==> src/rtl/csd_pkg.sv <==
// ----------------------------------------------------------------------------
// csd_pkg
// Shared types and constants of the checksummed sentence decoder.
// ----------------------------------------------------------------------------
`default_nettype none
package csd_pkg;

  localparam int unsigned MAX_PAYLOAD = 76;
  localparam int unsigned COUNT_W = $clog2(MAX_PAYLOAD + 1);

  localparam logic [7:0] CH_DOLLAR = 8'h24;
  localparam logic [7:0] CH_STAR   = 8'h2A;
  localparam logic [7:0] CH_CR     = 8'h0D;
  localparam logic [7:0] CH_LF     = 8'h0A;
  localparam logic [7:0] CH_COMMA  = 8'h2C;
  localparam logic [7:0] CH_PLUS   = 8'h2B;
  localparam logic [7:0] CH_MINUS  = 8'h2D;

  typedef enum logic [2:0] {
    PH_WAIT    = 3'd0,
    PH_PAYLOAD = 3'd1,
    PH_HEX1    = 3'd2,
    PH_HEX2    = 3'd3,
    PH_CR      = 3'd4,
    PH_LF      = 3'd5
  } phase_t;

  typedef enum logic [2:0] {
    MK_NONE = 3'd0,
    MK_CHA  = 3'd1,
    MK_ACC  = 3'd2,
    MK_REV  = 3'd3,
    MK_SHO  = 3'd4,
    MK_RES  = 3'd5
  } msg_kind_t;

  typedef enum logic [2:0] {
    EV_NONE  = 3'd0,
    EV_ERROR = 3'd1
  } event_code_t;

  // byte classified by the front end
  typedef enum logic [2:0] {
    OP_IGNORE = 3'd0,
    OP_START  = 3'd1,
    OP_PARSE  = 3'd2,
    OP_ERROR  = 3'd3,
    OP_END    = 3'd4
  } op_t;

  typedef struct packed {
    op_t        op;
    logic [7:0] data;
    logic       sum_ok;
  } work_t;

  typedef struct packed {
    logic [2:0]  kind;
    logic [31:0] p0;
    logic [31:0] p1;
    logic [31:0] p2;
  } result_t;

  function automatic logic [1:0] fields_needed(input logic [2:0] k);
    logic [1:0] n;
    unique case (k)
      MK_SHO:  n = 2'd2;
      MK_RES:  n = 2'd3;
      default: n = 2'd1;
    endcase
    return n;
  endfunction

  function automatic logic [7:0] type_letter(input logic [2:0] k, input logic [1:0] pos);
    logic [23:0] s;
    logic [7:0]  c;
    unique case (k)
      MK_CHA:  s = "CHA";
      MK_ACC:  s = "ACC";
      MK_REV:  s = "REV";
      MK_SHO:  s = "SHO";
      default: s = "RES";
    endcase
    unique case (pos)
      2'd1:    c = s[15:8];
      2'd2:    c = s[7:0];
      default: c = s[23:16];
    endcase
    return c;
  endfunction

endpackage
`default_nettype wire

==> src/rtl/csd_front.sv <==
// ----------------------------------------------------------------------------
// csd_front
// Framing state machine: checks delimiters, length, checksum and hands
// classified bytes to the parser.
// ----------------------------------------------------------------------------
`default_nettype none
module csd_front (
  input  wire logic           clk,
  input  wire logic           rst,
  input  wire logic           in_valid,
  output logic                in_ready,
  input  wire logic [7:0]     rx_byte,
  output logic                w_valid,
  input  wire logic           w_ready,
  output csd_pkg::work_t      w_item
);
  import csd_pkg::*;

  phase_t               phase, phase_next;
  logic [COUNT_W-1:0]   payload_count, payload_count_next;
  logic [7:0]           running_xor, running_xor_next;
  logic                 payload_ended, payload_ended_next;
  logic [7:0]           received_sum, received_sum_next;
  logic [4:0]           hexv;
  logic                 fire;

  assign in_ready = w_ready;
  assign w_valid  = in_valid;
  assign fire     = in_valid && w_ready;

  always_comb begin
    hexv = 5'h10;
    if (rx_byte >= 8'h30 && rx_byte <= 8'h39) hexv = {1'b0, rx_byte[3:0]};
    else if ((rx_byte >= 8'h41 && rx_byte <= 8'h46) || (rx_byte >= 8'h61 && rx_byte <= 8'h66))
      hexv = {1'b0, rx_byte[3:0] + 4'd9};
  end

  always_comb begin
    phase_next         = phase;
    payload_count_next = payload_count;
    running_xor_next   = running_xor;
    payload_ended_next = payload_ended;
    received_sum_next  = received_sum;
    w_item.op          = OP_IGNORE;
    w_item.data        = rx_byte;
    w_item.sum_ok      = (received_sum == running_xor);
    unique case (phase)
      PH_WAIT: begin
        if (rx_byte == CH_DOLLAR) begin
          w_item.op          = OP_START;
          phase_next         = PH_PAYLOAD;
          payload_count_next = '0;
          running_xor_next   = '0;
          payload_ended_next = 1'b0;
          received_sum_next  = '0;
        end
      end
      PH_PAYLOAD: begin
        if (rx_byte == CH_STAR) phase_next = PH_HEX1;
        else if (rx_byte == CH_CR || rx_byte == CH_DOLLAR ||
                 payload_count >= COUNT_W'(MAX_PAYLOAD)) begin
          w_item.op  = OP_ERROR;
          phase_next = PH_WAIT;
        end else begin
          payload_count_next = payload_count + 1'b1;
          if (!payload_ended) begin
            if (rx_byte == 8'h00) payload_ended_next = 1'b1;
            else begin
              running_xor_next = running_xor ^ rx_byte;
              w_item.op        = OP_PARSE;
            end
          end
        end
      end
      PH_HEX1, PH_HEX2: begin
        if (hexv[4]) begin
          w_item.op  = OP_ERROR;
          phase_next = PH_WAIT;
        end else begin
          received_sum_next = {received_sum[3:0], hexv[3:0]};
          phase_next = (phase == PH_HEX1) ? PH_HEX2 : PH_CR;
        end
      end
      PH_CR: begin
        if (rx_byte == CH_CR) phase_next = PH_LF;
        else begin
          w_item.op  = OP_ERROR;
          phase_next = PH_WAIT;
        end
      end
      PH_LF: begin
        phase_next = PH_WAIT;
        if (rx_byte == CH_LF) w_item.op = OP_END;
        else w_item.op = OP_ERROR;
      end
      default: begin
        w_item.op  = OP_ERROR;
        phase_next = PH_WAIT;
      end
    endcase
  end

  always_ff @(posedge clk) begin
    if (rst) begin
      phase         <= PH_WAIT;
      payload_count <= '0;
      running_xor   <= '0;
      payload_ended <= 1'b0;
      received_sum  <= '0;
    end else if (fire) begin
      phase         <= phase_next;
      payload_count <= payload_count_next;
      running_xor   <= running_xor_next;
      payload_ended <= payload_ended_next;
      received_sum  <= received_sum_next;
    end
  end

endmodule
`default_nettype wire

==> src/rtl/csd_queue.sv <==
// ----------------------------------------------------------------------------
// csd_queue
// Two-entry queue between framing front end and parser.
// ----------------------------------------------------------------------------
`default_nettype none
module csd_queue (
  input  wire logic           clk,
  input  wire logic           rst,
  input  wire logic           s_valid,
  output logic                s_ready,
  input  wire csd_pkg::work_t s_item,
  output logic                m_valid,
  input  wire logic           m_ready,
  output csd_pkg::work_t      m_item
);
  import csd_pkg::*;

  work_t      mem [2];
  logic       wr_ptr, rd_ptr;
  logic [1:0] count;
  logic       push, pop;

  assign s_ready = (count != 2'd2);
  assign m_valid = (count != 2'd0);
  assign m_item  = mem[rd_ptr];
  assign push    = s_valid && s_ready;
  assign pop     = m_valid && m_ready;

  always_ff @(posedge clk) begin
    if (push) mem[wr_ptr] <= s_item;
  end

  always_ff @(posedge clk) begin
    if (rst) begin
      wr_ptr <= 1'b0;
      rd_ptr <= 1'b0;
      count  <= 2'd0;
    end else begin
      if (push) wr_ptr <= ~wr_ptr;
      if (pop) rd_ptr <= ~rd_ptr;
      count <= count + {1'b0, push} - {1'b0, pop};
    end
  end

endmodule
`default_nettype wire

==> src/rtl/csd_back.sv <==
// ----------------------------------------------------------------------------
// csd_back
// Payload parser and result register: type letters, fields and events.
// ----------------------------------------------------------------------------
`default_nettype none
module csd_back (
  input  wire logic           clk,
  input  wire logic           rst,
  input  wire logic           w_valid,
  output logic                w_ready,
  input  wire csd_pkg::work_t w_item,
  output logic                out_valid,
  input  wire logic           out_ready,
  output logic [2:0]          event_kind,
  output logic [31:0]         param_first,
  output logic [31:0]         param_second,
  output logic [31:0]         param_third
);
  import csd_pkg::*;

  logic [2:0]  pos, pos_next;
  logic [2:0]  kind, kind_next;
  logic [1:0]  fnum, fnum_next;
  logic [3:0]  flags, flags_next;
  logic [31:0] vals [3];
  logic [31:0] acc_next;
  logic        acc_we;
  logic        failed, failed_next;
  result_t     res;
  logic [7:0]  c;
  logic [31:0] v10, d;
  logic        blank, ok, fire, kind_valid;

  assign w_ready = !out_valid || out_ready;
  assign fire    = w_valid && w_ready;
  assign c       = w_item.data;
  assign blank   = (c == 8'h20) || (c >= 8'h09 && c <= 8'h0D);
  assign kind_valid = (kind >= 3'd1) && (kind <= 3'd5);
  assign v10     = vals[fnum] * 32'd10;
  assign d       = {28'd0, c[3:0]};

  always_comb begin
    pos_next    = pos;
    kind_next   = kind;
    fnum_next   = fnum;
    flags_next  = flags;
    failed_next = failed;
    acc_we      = 1'b0;
    acc_next    = v10 + d;
    ok          = !failed && pos == 3'd4 && kind_valid && w_item.sum_ok &&
                  (flags[3] || (flags[2] && (fnum + 2'd1) == fields_needed(kind)));
    res = '0;
    unique case (w_item.op)
      OP_START: begin
        pos_next = '0; kind_next = '0; fnum_next = '0;
        flags_next = '0; failed_next = 1'b0;
      end
      OP_ERROR: res.kind = EV_ERROR;
      OP_END: begin
        if (ok) begin
          res.kind = kind + 3'd1;
          res.p0   = vals[0];
          if (kind >= MK_SHO) res.p1 = vals[1];
          if (kind == MK_RES) res.p2 = vals[2];
        end else res.kind = EV_ERROR;
      end
      OP_PARSE: begin
        if (!failed) begin
          if (pos == 3'd0) begin
            priority case (c)
              8'h43: kind_next = MK_CHA;
              8'h41: kind_next = MK_ACC;
              8'h52: kind_next = MK_REV;
              8'h53: kind_next = MK_SHO;
              default: failed_next = 1'b1;
            endcase
            pos_next = 3'd1;
          end else if (pos <= 3'd2) begin
            if (!kind_valid) failed_next = 1'b1;
            else begin
              if (kind == MK_REV && pos == 3'd2 && c == 8'h53) kind_next = MK_RES;
              else if (c != type_letter(kind, pos[1:0])) failed_next = 1'b1;
              pos_next = pos + 3'd1;
            end
          end else if (pos == 3'd3) begin
            if (c != CH_COMMA) failed_next = 1'b1;
            pos_next = 3'd4;
          end else if (!flags[3]) begin
            if (fnum > 2'd2 || !kind_valid) failed_next = 1'b1;
            else if (c >= 8'h30 && c <= 8'h39) begin
              acc_we   = 1'b1;
              acc_next = flags[1] ? v10 - d : v10 + d;
              flags_next = flags | 4'b0100;
            end else if (flags[2]) begin
              if ((fnum + 2'd1) == fields_needed(kind)) flags_next = 4'b1000;
              else if (c == CH_COMMA) begin
                fnum_next = fnum + 2'd1; flags_next = '0;
              end else failed_next = 1'b1;
            end else if (!flags[0] && blank) begin
            end else if (!flags[0] && c == CH_PLUS) flags_next = flags | 4'b0001;
            else if (!flags[0] && c == CH_MINUS) flags_next = flags | 4'b0011;
            else failed_next = 1'b1;
          end
        end
      end
      default: ;
    endcase
  end

  always_ff @(posedge clk) begin
    if (rst) begin
      pos <= '0; kind <= '0; fnum <= '0; flags <= '0; failed <= 1'b0;
      vals[0] <= '0; vals[1] <= '0; vals[2] <= '0;
      out_valid <= 1'b0;
    end else begin
      if (out_valid && out_ready) out_valid <= 1'b0;
      if (fire) begin
        pos <= pos_next; kind <= kind_next; fnum <= fnum_next;
        flags <= flags_next; failed <= failed_next;
        if (w_item.op == OP_START) begin
          vals[0] <= '0; vals[1] <= '0; vals[2] <= '0;
        end else if (acc_we) vals[fnum] <= acc_next;
        out_valid    <= 1'b1;
        event_kind   <= res.kind;
        param_first  <= res.p0;
        param_second <= res.p1;
        param_third  <= res.p2;
      end
    end
  end

endmodule
`default_nettype wire

==> src/rtl/checksummed_sentence_decoder_top.sv <==
// path: each byte is classified by the framing stage and registered in the queue,
// then parsed from the queue head into the result register
// throughput: one byte per cycle, one result per byte, unless back-pressured
// reset: rst, synchronous, returns to hunting for the start delimiter
// ----------------------------------------------------------------------------
// checksummed_sentence_decoder_top
// Byte-stream sentence decoder with XOR checksum and decimal field parser.
// ----------------------------------------------------------------------------
`default_nettype none
module checksummed_sentence_decoder_top (
  input  wire logic        clk,
  input  wire logic        rst,
  input  wire logic        in_valid,
  output logic             in_ready,
  input  wire logic [7:0]  rx_byte,
  output logic             out_valid,
  input  wire logic        out_ready,
  output logic [2:0]       event_kind,
  output logic [31:0]      param_first,
  output logic [31:0]      param_second,
  output logic [31:0]      param_third
);
  import csd_pkg::*;

  logic  f_valid, f_ready, b_valid, b_ready;
  work_t f_item, b_item;

  csd_front u_front (
    .clk(clk), .rst(rst), .in_valid(in_valid), .in_ready(in_ready),
    .rx_byte(rx_byte), .w_valid(f_valid), .w_ready(f_ready), .w_item(f_item)
  );

  csd_queue u_queue (
    .clk(clk), .rst(rst), .s_valid(f_valid), .s_ready(f_ready), .s_item(f_item),
    .m_valid(b_valid), .m_ready(b_ready), .m_item(b_item)
  );

  csd_back u_back (
    .clk(clk), .rst(rst), .w_valid(b_valid), .w_ready(b_ready), .w_item(b_item),
    .out_valid(out_valid), .out_ready(out_ready), .event_kind(event_kind),
    .param_first(param_first), .param_second(param_second), .param_third(param_third)
  );

endmodule
`default_nettype wire

==> config.mk <==
export PLATFORM = sky130hd
export DESIGN_NAME = checksummed_sentence_decoder_top
export DESIGN_NICKNAME = d
export VERILOG_FILES = /design/src/rtl/csd_pkg.sv /design/src/rtl/csd_front.sv /design/src/rtl/csd_queue.sv /design/src/rtl/csd_back.sv /design/src/rtl/checksummed_sentence_decoder_top.sv
export SDC_FILE = /design/constraint.sdc
export NUM_CORES = 1
export LEC_CHECK = 0
export BUFFER_PORTS_ARGS = -buffer_cell sky130_fd_sc_hd__buf_2
export CORE_MARGIN = 2
export CORE_UTILIZATION = 61
export DETAILED_ROUTE_END_ITERATION = 16
export PLACE_DENSITY = 0.87
export SETUP_SLACK_MARGIN = 0.1
export SKIP_LAST_GASP = 1
export SYNTH_ARGS = -nofsm -noshare
export SYNTH_HDL_FRONTEND = slang
export SYNTH_HIERARCHICAL = 1
export SYNTH_SLANG_ARGS = --single-unit
==> constraint.sdc <==
create_clock -name clk -period 8.5 [get_ports clk]
set_input_delay 0.85 -clock clk [delete_from_list [all_inputs] [get_ports clk]]
set_output_delay 0.85 -clock clk [all_outputs]
set_load 0.02 [all_outputs]
# Word-level counts from Yosys, hierarchy flattened
# Memory sizes are Yosys's and may differ from the RTL's. A register that Yosys moved wholly into a read port is not among the register bits.
# Index checks and enable logic that the tools add are counted.
[classes] addsub=9 n_mul=1 n_div=0 order_cmp=16 n_eq_ne=65 shifts=0 mux=155 n_bitwise=7 n_reduce_logical=60
[op_table] cell="$mux W32" count=13
[op_table] cell="$mux W8" count=12
[op_table] cell="$pmux W21 S4" count=1
[op_table] cell="$mux W3" count=22
[op_table] cell="$mux W2" count=26
[op_table] cell="$mux W1" count=50
[op_table] cell="$eq A8 B6 Y1 const B" count=6
[op_table] cell="$pmux W8 S2" count=3
[op_table] cell="$mux W4" count=11
[op_table] cell="$add A32 B4 Y32" count=1
[op_table] cell="$eq A8 B7 Y1 const B" count=4
[op_table] cell="$mul A32 B3 Y31 const B" count=1
[op_table] cell="$reduce_or A32 Y1" count=1
[op_table] cell="$sub A32 B4 Y32" count=1
[op_table] cell="$ne A2 B2 Y1 const B" count=14
[op_table] cell="$eq A3 B2 Y1 const B" count=8
[op_table] cell="$pmux W3 S4" count=2
[op_table] cell="$reduce_and A12 Y1" count=2
[op_table] cell="$mux W7" count=3
[op_table] cell="$logic_and A1 B1 Y1" count=19
[op_table] cell="$eq A3 B3 Y1 const B" count=6
[op_table] cell="$pmux W3 S2" count=3
[op_table] cell="$eq A8 B4 Y1 const B" count=2
[op_table] cell="$ge A8 B6 Y1 const B" count=2
[op_table] cell="55 further kinds" count=100
[word_totals] register_bits=48 latch_bits=0 mem_bits_rw=120 mem_bits_ro=0 out_inout_bits=101 word_cells=333 memories=2
[memory_table] memory="u_back.vals" words=3 word_bits=32 rd=4 rd_ports_with_merged_regs=4 write_ports=3 line_no="csd_back.sv:25" source="logic [31:0] vals [3];"
[memory_table] memory="u_queue.mem" words=2 word_bits=12 rd=1 rd_ports_with_merged_regs=1 write_ports=1 line_no="csd_queue.sv:18" source="work_t mem [2];"

# Longest topological paths before layout
[logic_depth] word_depth=24 ltp_mapped=17 depth_no_buf=14

# Cells and area by module
# The synthesis kept the hierarchy.
[modules_own_cells] module="csd_back" instances=1 cells_each=1209 area_per_inst_um2=13783.2 seq_area_each_um2=7106.8
[modules_own_cells] module="csd_front" instances=1 cells_each=227 area_per_inst_um2=1898.1 seq_area_each_um2=540.5
[modules_own_cells] module="csd_queue" instances=1 cells_each=61 area_per_inst_um2=1101.1 seq_area_each_um2=820.8

# Worst setup path before layout
# No wires, ideal clock.
[synth_path] kind="input port to flip-flop" start="input port out_ready" end="memory u_back.vals[0][0] (enable)" setup_ps=389 t_arrival_ps=6921 slack_ps=1189 path_stages=7 path_buffers=1 path_cell_list="nand2b_1 nand2_1 nor2_1 and4_1 nand2_1 clkbuf_1 nand2_1"
[synth_rtl] item="start, declared" line_no="checksummed_sentence_decoder_top.sv:17" source="input wire logic out_ready,"
[synth_rtl] item="end, declared" line_no="csd_back.sv:25"

==> metrics.txt <==
Clock transition at path regs=60 ps; CTS tree=done; ys flop type=edfxtp_1; post-CTS sizing=0; Final Hold Fails=0; Clock Sinks=298; Setup Buffers After CTS=0; Syn Nets=1597; post-synthesis register bit count=298; Initial Utilization=0.623; Unique masters post-synth=105; sequential share of the synthesized area=0.505; Total Power=0.00425 W; Post-Route Skew=10.8 ps; Num CTS Buffers=31; IO Pins=113; synthesized area per cell=11.2 sq um; Post-Syn Area=0.0168 sq mm; H-tree Lvls=1; Core Util, Final=0.684; critical path fanouts, max=16; initial DRC count=1339; worst-margin pin slew=1030 ps; Crit Path Class=flip-flop to flip-flop; Post-synth EDFFs=250; diode count=0; static leakage=7.21 nW; CP Data Required Time=8800 ps; Storage cell area=0.00847 sq mm; first drt pass iteration count=5; largest net degree at the start of global routing=72; WL/cell=20.7 um; Crit. End Element=flip-flop; DIE HEIGHT=170 um; first-pass GRT wire length=63.3 mm; CP Launch Type=flip-flop; max-cap viol count=0; Final Wtd Congestion=0.981; Max-slew headroom=0.314; gr usage total=0.277; vias per cell=6.43; clk_lat worst skew=560 ps; Max Slew Vio Count=0; Final Cycle Share=0.709; ys async rst share=0; post-route setup TNS=0 ps; # nets final=1678; Overflow after GRT=0; root buf cell=clkbuf_16; Ys Warns=6; vias=12500; Core Footprint=0.0270 sq mm; unrepaired setup endpoints after global routing=no; hold crit path type=flip-flop to flip-flop; # hold bufs at CTS=0; fillers=1903; status=complete, no violations; Post-route DRC=0; slowest stage delay, CP=930 ps; CP dominant cell by count=ha_1; row count=60; VDD IR max=0.000218 V; die area=0.0289 sq mm; number of global-route vias before repair=12000; delay-heaviest family, CP=compound AO/OA/AOI/OAI gates; post-route ant nets=0; final setup vio count=0; layout cells sized above 1=0.158; Horiz. Die Dim=170 um; Worst Path Arrival=6330 ps; fmax=0.166 GHz; crit-path cells=mux4_2 -> ha_1 -> ha_1 -> fa_1 -> a21o_1 -> a221oi_4 -> xor2_1 -> a2111oi_0 -> and3_1 -> nand3_1 -> nor4_1 -> a22oi_1 -> xnor2_1 -> nor2_1; area taken by multi-input logic gates=0.00768 sq mm; CP Buf/Inv Count=0; CTS Buffer Depth=3; cell area power density=231 mW/mm^2; initial antenna violation count=0; Tmin final=6030 ps; Worst path slowest cell=dfxtp_1; WL final=40.2 mm; cells after synthesis=1497; Area growth syn-to-layout=9.86%; Detail Placement HPWL=27.0 mm; PortBufs=112
## layer usage
layer	GRT usage	up-vias	wire, um	share of wire
met5	0	-	0	0
met4	0.0966	0	1340	0.033
met3	0.0391	82	3180	0.079
met2	0.460	625	19200	0.48
met1	0.376	6019	16500	0.41
li1	-	5758	-	-
## worst register-to-register path, stage by stage (launching register included)
cell	delay [ps]
dfxtp_1	930
mux4_2	500
ha_1	320
ha_1	260
fa_1	430
a21o_1	230
a221oi_4	440
xor2_1	200
a2111oi_0	740
and3_1	380
nand3_1	140
nor4_1	560
a22oi_1	210
xnor2_1	340
nor2_1	90
## sequential cells by signal (all words and copies together), names as in the netlist, named ones only
name,cells
u_queue/rd_ptr,1
u_back/vals,127
u_queue/mem,24
u_queue/wr_ptr,1
u_back/kind,3
u_back/pos,3
u_front/running_xor,8
u_back/param_third,32
u_back/flags,4
u_back/event_kind,3
u_front/payload_ended,1
u_queue/count,2
u_back/fnum,2
u_back/out_valid,1
u_back/param_second,32
u_front/received_sum,8
u_front/payload_count,7
u_front/phase,3
u_back/param_first,32
u_back/failed,1
## cells in the mapped netlist (5+ instances only)
master | count | area (sq um)
a2111oi_0 | 6 | 52.6
a211o_1 | 6 | 52.6
a211oi_1 | 6 | 45.0
a21o_1 | 19 | 143
a21oi_1 | 78 | 390
a22o_1 | 6 | 52.6
a22oi_1 | 5 | 37.5
a31oi_1 | 15 | 93.8
and2_1 | 48 | 300
and3_1 | 82 | 513
and3b_1 | 5 | 43.8
and4_1 | 6 | 52.6
buf_4 | 13 | 97.6
clkbuf_1 | 54 | 203
dfxtp_1 | 48 | 961
edfxtp_1 | 250 | 7510
ha_1 | 85 | 1060
inv_1 | 69 | 259
mux2_1 | 10 | 113
mux2i_1 | 8 | 80.1
mux4_2 | 31 | 698
nand2_1 | 77 | 289
nand2b_1 | 12 | 75.1
nand3_1 | 31 | 155
nand4_1 | 18 | 113
nor2_1 | 162 | 608
nor2b_1 | 14 | 87.6
nor3_1 | 31 | 155
nor3b_1 | 7 | 52.6
nor4_1 | 12 | 75.1
o211ai_1 | 8 | 60.1
o21a_1 | 7 | 52.6
o21ai_0 | 44 | 220
o21ai_1 | 11 | 55.1
o22ai_1 | 5 | 31.3
o311ai_0 | 6 | 52.6
o31ai_1 | 8 | 60.1
or2_2 | 5 | 31.3
or3_1 | 11 | 68.8
or4_1 | 6 | 45.0
xnor2_1 | 39 | 342
xor2_1 | 27 | 236
## cells in the final DEF, fill, tap and decap left out, types with 11 or more instances in the layout
cell type / count
a31oi_1: 15
nor3_1: 31
nor2b_1: 14
dfxtp_1: 47
or3_1: 11
nand3_1: 31
nor4_1: 12
nor2_1: 161
nand4_1: 18
buf_4: 14
o21ai_1: 11
xnor2_1: 39
a21oi_1: 78
clkbuf_16: 31
inv_1: 69
and3_1: 81
nand2_1: 77
xor2_1: 27
ha_1: 85
and2_1: 48
mux4_2: 31
nand2b_1: 12
edfxtp_1: 250
buf_2: 112
a21o_1: 19
o21ai_0: 44
## cells by family (layout without fill, tap and decap cells)
logic type               count (synthesis)  after routing  synth area share
flip-flops                             298            298             0.505
adder cells (fa/ha/maj)                 88             88            0.0670
XOR/XNOR                                67             67            0.0361
AO/OA/AOI/OAI                          281            281             0.117
multiplexers                            54             54            0.0567
buffers and inverters                  147            250            0.0387
AND/OR/NAND/NOR                        562            562             0.180
## worst paths after layout
kind | startpoint | endpoint | slack, ps | cells past startpoint
max | flip-flop | u_back/vals[1][29]$_SDFFCE_PN0P_ | 2470 | 14
min | u_front/payload_count[6]$_SDFFE_PP0P_ | u_front/payload_count[6]$_SDFFE_PP0P_ | 480 | 1
max reg2reg | flip-flop | u_back/vals[1][29]$_SDFFCE_PN0P_ | 2470 | 14
min reg2reg | u_front/payload_count[6]$_SDFFE_PP0P_ | u_front/payload_count[6]$_SDFFE_PP0P_ | 480 | 1
## area by class of cell
class	instances	area share
flip-flops and latches	298	0.459
well taps	341	0.0231
clock inverters	20	0.00801
repair buffers	126	0.0361
multi-input cells	1052	0.416
clock buffers	35	0.0429
inverters	69	0.0140
## metrics by stage
stage	hold slack [ps]	instances	worst slack (ps)	cell area, sq um
finish	478	1941	2470	18400
global route	499	1941	2010	18400
CTS	488	1941	2520	18400
detailed placement	473	1886	2570	17500
global placement	455	1886	2710	17500
floorplan	442	1497	1190	16800
## power breakdown
group / switching [W] / internal, W
clock network: 0.000555 / 0.000700
logic: 0.000782 / 0.000352
registers: 0.0000679 / 0.00180
No activity file was read; power rests on OpenSTA's default activity.
